### src/sv/aes128_block_cipher_macros.svh
// Assertion helpers for the AES-128 block cipher.
`ifndef AES128_BLOCK_CIPHER_MACROS_SVH
`define AES128_BLOCK_CIPHER_MACROS_SVH

`define AES_ASSERT_IMPL(lbl, clk, rstn, ante, cons) \
    lbl: assert property (@(posedge clk) disable iff (!rstn) (ante) |-> (cons)) \
        else $error("assertion failed");

`define AES_ASSERT_NEXT(lbl, clk, rstn, ante, cons) \
    lbl: assert property (@(posedge clk) disable iff (!rstn) (ante) |=> (cons)) \
        else $error("assertion failed");

`endif

### src/sv/aes_pkg.sv
package aes_pkg;

    localparam int NumRounds = 10;

    typedef enum logic [1:0] {
        REG_KEY_HIGH     = 2'd0,
        REG_KEY_LOW      = 2'd1,
        REG_DECRYPT_MODE = 2'd2
    } cfg_index_t;

    typedef struct packed {
        logic [63:0] block_high;
        logic [63:0] block_low;
    } in_item_t;

    typedef struct packed {
        logic [63:0] out_high;
        logic [63:0] out_low;
    } out_item_t;

    typedef struct packed {
        logic        valid;
        logic        decrypt;
        logic [127:0] st;
    } stage_t;

    localparam logic [7:0] SBOX [256] = '{
        8'h63,8'h7c,8'h77,8'h7b,8'hf2,8'h6b,8'h6f,8'hc5,8'h30,8'h01,8'h67,8'h2b,8'hfe,8'hd7,8'hab,8'h76,
        8'hca,8'h82,8'hc9,8'h7d,8'hfa,8'h59,8'h47,8'hf0,8'had,8'hd4,8'ha2,8'haf,8'h9c,8'ha4,8'h72,8'hc0,
        8'hb7,8'hfd,8'h93,8'h26,8'h36,8'h3f,8'hf7,8'hcc,8'h34,8'ha5,8'he5,8'hf1,8'h71,8'hd8,8'h31,8'h15,
        8'h04,8'hc7,8'h23,8'hc3,8'h18,8'h96,8'h05,8'h9a,8'h07,8'h12,8'h80,8'he2,8'heb,8'h27,8'hb2,8'h75,
        8'h09,8'h83,8'h2c,8'h1a,8'h1b,8'h6e,8'h5a,8'ha0,8'h52,8'h3b,8'hd6,8'hb3,8'h29,8'he3,8'h2f,8'h84,
        8'h53,8'hd1,8'h00,8'hed,8'h20,8'hfc,8'hb1,8'h5b,8'h6a,8'hcb,8'hbe,8'h39,8'h4a,8'h4c,8'h58,8'hcf,
        8'hd0,8'hef,8'haa,8'hfb,8'h43,8'h4d,8'h33,8'h85,8'h45,8'hf9,8'h02,8'h7f,8'h50,8'h3c,8'h9f,8'ha8,
        8'h51,8'ha3,8'h40,8'h8f,8'h92,8'h9d,8'h38,8'hf5,8'hbc,8'hb6,8'hda,8'h21,8'h10,8'hff,8'hf3,8'hd2,
        8'hcd,8'h0c,8'h13,8'hec,8'h5f,8'h97,8'h44,8'h17,8'hc4,8'ha7,8'h7e,8'h3d,8'h64,8'h5d,8'h19,8'h73,
        8'h60,8'h81,8'h4f,8'hdc,8'h22,8'h2a,8'h90,8'h88,8'h46,8'hee,8'hb8,8'h14,8'hde,8'h5e,8'h0b,8'hdb,
        8'he0,8'h32,8'h3a,8'h0a,8'h49,8'h06,8'h24,8'h5c,8'hc2,8'hd3,8'hac,8'h62,8'h91,8'h95,8'he4,8'h79,
        8'he7,8'hc8,8'h37,8'h6d,8'h8d,8'hd5,8'h4e,8'ha9,8'h6c,8'h56,8'hf4,8'hea,8'h65,8'h7a,8'hae,8'h08,
        8'hba,8'h78,8'h25,8'h2e,8'h1c,8'ha6,8'hb4,8'hc6,8'he8,8'hdd,8'h74,8'h1f,8'h4b,8'hbd,8'h8b,8'h8a,
        8'h70,8'h3e,8'hb5,8'h66,8'h48,8'h03,8'hf6,8'h0e,8'h61,8'h35,8'h57,8'hb9,8'h86,8'hc1,8'h1d,8'h9e,
        8'he1,8'hf8,8'h98,8'h11,8'h69,8'hd9,8'h8e,8'h94,8'h9b,8'h1e,8'h87,8'he9,8'hce,8'h55,8'h28,8'hdf,
        8'h8c,8'ha1,8'h89,8'h0d,8'hbf,8'he6,8'h42,8'h68,8'h41,8'h99,8'h2d,8'h0f,8'hb0,8'h54,8'hbb,8'h16
    };

    localparam logic [7:0] INV_SBOX [256] = '{
        8'h52,8'h09,8'h6a,8'hd5,8'h30,8'h36,8'ha5,8'h38,8'hbf,8'h40,8'ha3,8'h9e,8'h81,8'hf3,8'hd7,8'hfb,
        8'h7c,8'he3,8'h39,8'h82,8'h9b,8'h2f,8'hff,8'h87,8'h34,8'h8e,8'h43,8'h44,8'hc4,8'hde,8'he9,8'hcb,
        8'h54,8'h7b,8'h94,8'h32,8'ha6,8'hc2,8'h23,8'h3d,8'hee,8'h4c,8'h95,8'h0b,8'h42,8'hfa,8'hc3,8'h4e,
        8'h08,8'h2e,8'ha1,8'h66,8'h28,8'hd9,8'h24,8'hb2,8'h76,8'h5b,8'ha2,8'h49,8'h6d,8'h8b,8'hd1,8'h25,
        8'h72,8'hf8,8'hf6,8'h64,8'h86,8'h68,8'h98,8'h16,8'hd4,8'ha4,8'h5c,8'hcc,8'h5d,8'h65,8'hb6,8'h92,
        8'h6c,8'h70,8'h48,8'h50,8'hfd,8'hed,8'hb9,8'hda,8'h5e,8'h15,8'h46,8'h57,8'ha7,8'h8d,8'h9d,8'h84,
        8'h90,8'hd8,8'hab,8'h00,8'h8c,8'hbc,8'hd3,8'h0a,8'hf7,8'he4,8'h58,8'h05,8'hb8,8'hb3,8'h45,8'h06,
        8'hd0,8'h2c,8'h1e,8'h8f,8'hca,8'h3f,8'h0f,8'h02,8'hc1,8'haf,8'hbd,8'h03,8'h01,8'h13,8'h8a,8'h6b,
        8'h3a,8'h91,8'h11,8'h41,8'h4f,8'h67,8'hdc,8'hea,8'h97,8'hf2,8'hcf,8'hce,8'hf0,8'hb4,8'he6,8'h73,
        8'h96,8'hac,8'h74,8'h22,8'he7,8'had,8'h35,8'h85,8'he2,8'hf9,8'h37,8'he8,8'h1c,8'h75,8'hdf,8'h6e,
        8'h47,8'hf1,8'h1a,8'h71,8'h1d,8'h29,8'hc5,8'h89,8'h6f,8'hb7,8'h62,8'h0e,8'haa,8'h18,8'hbe,8'h1b,
        8'hfc,8'h56,8'h3e,8'h4b,8'hc6,8'hd2,8'h79,8'h20,8'h9a,8'hdb,8'hc0,8'hfe,8'h78,8'hcd,8'h5a,8'hf4,
        8'h1f,8'hdd,8'ha8,8'h33,8'h88,8'h07,8'hc7,8'h31,8'hb1,8'h12,8'h10,8'h59,8'h27,8'h80,8'hec,8'h5f,
        8'h60,8'h51,8'h7f,8'ha9,8'h19,8'hb5,8'h4a,8'h0d,8'h2d,8'he5,8'h7a,8'h9f,8'h93,8'hc9,8'h9c,8'hef,
        8'ha0,8'he0,8'h3b,8'h4d,8'hae,8'h2a,8'hf5,8'hb0,8'hc8,8'heb,8'hbb,8'h3c,8'h83,8'h53,8'h99,8'h61,
        8'h17,8'h2b,8'h04,8'h7e,8'hba,8'h77,8'hd6,8'h26,8'he1,8'h69,8'h14,8'h63,8'h55,8'h21,8'h0c,8'h7d
    };

    localparam logic [7:0] RCON [NumRounds] = '{
        8'h01,8'h02,8'h04,8'h08,8'h10,8'h20,8'h40,8'h80,8'h1b,8'h36
    };

    function automatic logic [7:0] xtime(input logic [7:0] a);
        return {a[6:0], 1'b0} ^ (a[7] ? 8'h1b : 8'h00);
    endfunction

    function automatic logic [31:0] mix_col(input logic [31:0] c);
        logic [7:0] a0, a1, a2, a3;
        a0 = c[31:24]; a1 = c[23:16]; a2 = c[15:8]; a3 = c[7:0];
        return {xtime(a0) ^ xtime(a1) ^ a1 ^ a2 ^ a3,
                a0 ^ xtime(a1) ^ xtime(a2) ^ a2 ^ a3,
                a0 ^ a1 ^ xtime(a2) ^ xtime(a3) ^ a3,
                xtime(a0) ^ a0 ^ a1 ^ a2 ^ xtime(a3)};
    endfunction

    function automatic logic [31:0] inv_mix_col(input logic [31:0] c);
        logic [7:0] u, v;
        logic [31:0] p;
        u = xtime(xtime(c[31:24] ^ c[15:8]));
        v = xtime(xtime(c[23:16] ^ c[7:0]));
        p = {c[31:24] ^ u, c[23:16] ^ v, c[15:8] ^ u, c[7:0] ^ v};
        return mix_col(p);
    endfunction

    function automatic logic [127:0] mix_all(input logic [127:0] s, input logic inv);
        logic [127:0] r;
        for (int c = 0; c < 4; c++) begin
            r[127-32*c -: 32] = inv ? inv_mix_col(s[127-32*c -: 32])
                                    : mix_col(s[127-32*c -: 32]);
        end
        return r;
    endfunction

    function automatic logic [127:0] sub_shift(input logic [127:0] s, input logic inv);
        logic [127:0] r;
        logic [7:0] b;
        for (int c = 0; c < 4; c++) begin
            for (int rr = 0; rr < 4; rr++) begin
                if (inv) begin
                    b = s[127-8*(4*c+rr) -: 8];
                    r[127-8*(4*((c+rr)%4)+rr) -: 8] = INV_SBOX[b];
                end else begin
                    b = s[127-8*(4*((c+rr)%4)+rr) -: 8];
                    r[127-8*(4*c+rr) -: 8] = SBOX[b];
                end
            end
        end
        return r;
    endfunction

    function automatic logic [127:0] next_rk(input logic [127:0] k, input logic [7:0] rc);
        logic [31:0] t, w0, w1, w2, w3;
        t = {SBOX[k[23:16]] ^ rc, SBOX[k[15:8]], SBOX[k[7:0]], SBOX[k[31:24]]};
        w0 = k[127:96] ^ t;
        w1 = k[95:64] ^ w0;
        w2 = k[63:32] ^ w1;
        w3 = k[31:0] ^ w2;
        return {w0, w1, w2, w3};
    endfunction

endpackage

### src/sv/aes_key_sched.sv
module aes_key_sched (
    input  logic         aclk,
    input  logic         aresetn,
    input  logic         load,
    input  logic [127:0] key,
    output logic [127:0] rk [aes_pkg::NumRounds+1],
    output logic         busy
);
    logic [127:0] rk_reg [aes_pkg::NumRounds+1];
    logic [127:0] rk_next [aes_pkg::NumRounds+1];
    logic [3:0]   cnt_reg, cnt_next;

    always_comb begin
        rk_next = rk_reg;
        cnt_next = cnt_reg;
        if (load) begin
            rk_next[0] = key;
            cnt_next = 4'd0;
        end else if (cnt_reg < 4'(aes_pkg::NumRounds)) begin
            rk_next[cnt_reg + 4'd1] = aes_pkg::next_rk(rk_reg[cnt_reg], aes_pkg::RCON[cnt_reg]);
            cnt_next = cnt_reg + 4'd1;
        end
    end

    always_ff @(posedge aclk) begin
        if (!aresetn) begin
            cnt_reg <= 4'd0;
            rk_reg[0] <= '0;
        end else begin
            cnt_reg <= cnt_next;
            rk_reg[0] <= rk_next[0];
        end
        for (int i = 1; i <= aes_pkg::NumRounds; i++) rk_reg[i] <= rk_next[i];
    end

    assign rk = rk_reg;
    assign busy = load || (cnt_reg < 4'(aes_pkg::NumRounds));
endmodule

### config.mk
export PLATFORM = sky130hd
export DESIGN_NAME = aes_key_sched
export DESIGN_NICKNAME = d
export VERILOG_FILES = /design/src/sv/aes128_block_cipher_macros.svh /design/src/sv/aes_pkg.sv /design/src/sv/aes_key_sched.sv
export SDC_FILE = /design/constraint.sdc
export NUM_CORES = 2
export LEC_CHECK = 0
export BUFFER_PORTS_ARGS = -buffer_cell sky130_fd_sc_hd__buf_2
export CAP_MARGIN = 40
export CELL_PAD_IN_SITES_DETAIL_PLACEMENT = 1
export CELL_PAD_IN_SITES_GLOBAL_PLACEMENT = 1
export CORE_AREA = 2 2 604 606
export CTS_CLUSTER_SIZE = 24
export DETAILED_ROUTE_END_ITERATION = 10
export DIE_AREA = 0 0 606 608
export GPL_TIMING_DRIVEN = 1
export PLACE_DENSITY_LB_ADDON = 0.15
export REMOVE_ABC_BUFFERS = 1
export SLEW_MARGIN = 10
export SYNTH_ARGS = -nofsm -noshare
export SYNTH_HDL_FRONTEND = slang
export SYNTH_SLANG_ARGS = --single-unit
### constraint.sdc
create_clock -name aclk -period 15.9 [get_ports aclk]
set_clock_uncertainty 0.1 [all_clocks]
set_input_delay 1.59 -clock aclk [delete_from_list [all_inputs] [get_ports aclk]]
set_output_delay 1.59 -clock aclk [all_outputs]
set_load 0.01 [all_outputs]
==> out/results.ini <==
[finish]
drive_above_1_share_pct=34.3
final_nets=7673
mostFrequentLayoutCells=1,544 x buf_2, 1,280 x edfxtp_1, 461 x nand2_1
largest_register_ffs=1408
mostFrequentLayoutCell=buf_2
design_area_um2=94500
syn2layout_area_growth_pct=28.3
stdcell_count=12400
filler_cell_count=40200
utilization_pct=26.1

[sta]
max_freq_mhz=106
setup_violations=0
slew_violations=21
relSlewSlack_pct=-7.99
finalCritPeriodShare_pct=59.5
hold_violations=0
finalSetupTns_ns=0
period_needed_ns=9.47
rsz0062_at_grt=no
tightest_slew_ns=1.62

[yosys]
synth_cells=5898
synth_top_area_share_pct=52.2
syn_avg_cell_area_um2=12.5
synth_edf_count=1280
yosysUniqueCellTypes=122
synth_ff_type=edfxtp_1
syn_area_um2=73600
seq_area_frac_synth_pct=55.8
ys_seq_elements=1412
yosys.area.top_type=edfxtp_1
yosys-top-cells-area=edfxtp_1 52%, mux4_2 6.6%, mux2i_1 3.9%
ys_warn_count=0
async_reset_ff_share_pct=0

[global_route]
grt_pass1_wl_um=699000
antenna_found_initial=81
first_global_vias=65900
grt-ovfl-total=0
grtUsageTotal_pct=28.2
grt_max_degree=96

[floorplanning]
rows=221
start_util_pct=20.4
ios=1540
die-area_um2=368000
die_x_um=606
core_area_um2=362000
die_h_um=608

[placed_design]
hpwl_um=401000
place_congestion=0.941
io_buffers=1539
dpl-instance-area_um2=88500
dp_cells=12100

[run_status]
violations=max-slew violations
status=finished with violations

[hold_path]
whs_endpoint=rk[1369]$_SDFFE_PN0P_
hp-class=register to register
hold_depth=2
min_from=rk[1369]$_SDFFE_PN0P_

[pwr]
p_leak_nw=34.3
finalPower_w=0.0160
peakVddDrop_mv=0.0889
power_per_cell_area_nw_per_um2=169

[critical_path]
worstReg2RegEnd=rk[923]$_DFFE_PP_
cp.required_ns=16.36
reg2reg_depth=22
start_kind=register
crit_fanout=75
r2r_slack_ns=6.43
critical_path_class=register to register
rr_startpoint=cnt_reg[1]$_SDFFE_PP0P_
end_kind=register
critPathArrivalTime_ns=9.93

[clocking]
cts_hold_buf=0
tritoncts=built
clockBufferDepth=4
cts_setup_buffers=0
clock-sinks=1412
cts-root-buf=clkbuf_16
clkLatencyLatePin_ns=0.91
cts_buffers=180
h-tree-depth=4
clk_pin_slew_ns=0.06
cts_resized=0

[detailed_routing]
drc_errors=0
vias_per_cell=5.34
routed_wl_um=541000
ant_nets=0
wl_per_cell_um=43.4
drt_iter0_drc=7419
vias=66500
first_pass_iters=6

[job]
max_cap_viol_count=0

==> critical path, cell delays in order, from the launching register on <==
cell and delay, ns:
dfxtp_4 0.69, buf_4 0.49, buf_12 0.50, mux2_1 0.40
o22ai_1 0.27, nor3b_4 0.13, nor2_2 0.46, clkinv_1 0.72
ha_1 0.46, inv_1 0.33, a221oi_1 0.09, a32oi_1 0.73
buf_6 0.23, nand2_1 0.15, o32ai_1 0.29, a221o_1 0.27
a311oi_1 0.10, a31oi_1 0.60, xor2_2 0.15, buf_4 0.22
xnor2_2 0.57, xnor2_2 0.32, xnor2_1 0.69
==> cells in the mapped netlist (all sizes together) (25+ instances only) <==
cell and instances:
a22oi 70, dfxtp 132, inv 84, a31oi 56
nand4 33, buf 321, nand2 463, mux2i 290
a2111oi 28, xnor2 158, mux2 56, nor3 104
nand3 124, a22o 29, o211ai 67, a211oi 88
a21o 35, o22ai 140, a311oi 54, o32ai 30
edfxtp 1280, xor2 71, ha 60, a221oi 58
o221ai 58, or3 25, o311ai 53, o21ai 284
a21oi 348, nor2 431, o2111ai 25, clkbuf 190
mux4 217, and3 26
==> where the power goes <==
group | switching (W) | leakage [nW] | internal [W] | total [W]
registers | 0.000180 | 12.7 | 0.00543 | 0.00561
clock network | 0.00183 | 2.88 | 0.00243 | 0.00426
logic | 0.00447 | 18.7 | 0.00166 | 0.00612
total | 0.00647 | 34.3 | 0.00952 | 0.0160
==> cell type report <==
type	count	area (um2)	area share [%]
Inverter	85	337	0.356
Sequential cell	1412	41100	43.5
Multi-Input combinational cell	3890	30000	31.7
Clock inverter	82	920	0.973
Timing Repair Buffer	1913	11100	11.7
Tap cell	4794	6000	6.35
Antenna cell	18	45.0	0.0477
Clock buffer	250	4990	5.28
==> stage by stage <==
stage	hold slack, ns	setup WS, ns
after floorplan	0.404	-14.52
after global placement	0.378	6.08
after detailed placement	0.388	6.55
after CTS	0.404	6.52
after global routing	0.421	6.19
final	0.401	6.43
==> how the worst max path moves through the flow <==
stage | endpoint | slack, ns | start
after floorplan | rk[1042]$_DFFE_PP_ | -14.52 | cnt_reg[1]$_SDFFE_PP0P_
after global placement | rk[411]$_DFFE_PP_ | 6.08 | cnt_reg[1]$_SDFFE_PP0P_
after detailed placement | rk[1086]$_DFFE_PP_ | 6.55 | cnt_reg[1]$_SDFFE_PP0P_
after CTS | rk[190]$_DFFE_PP_ | 6.52 | cnt_reg[1]$_SDFFE_PP0P_
after global routing | rk[283]$_DFFE_PP_ | 6.19 | cnt_reg[1]$_SDFFE_PP0P_
final | rk[923]$_DFFE_PP_ | 6.43 | cnt_reg[1]$_SDFFE_PP0P_
==> routing by layer <==
layer | track usage, % | share of wire (%) | wire, um
met5 | 0 | 0.020 | 107
met1 | 35.9 | 41 | 223000
met4 | 10.1 | 4.3 | 23100
met2 | 46.1 | 47 | 253000
met3 | 6.94 | 7.7 | 41600
==> kinds of logic after synthesis <==
logic type	Yosys count	synth area share, %
flops	1412	55.8
buf+inv	596	4.12
simple gates	1337	8.17
fa+ha+maj	60	1.02
xor+xnor	232	3.03
mux	563	11.4
compound gates	1698	16.4
(Power assumes the default switching activity.)
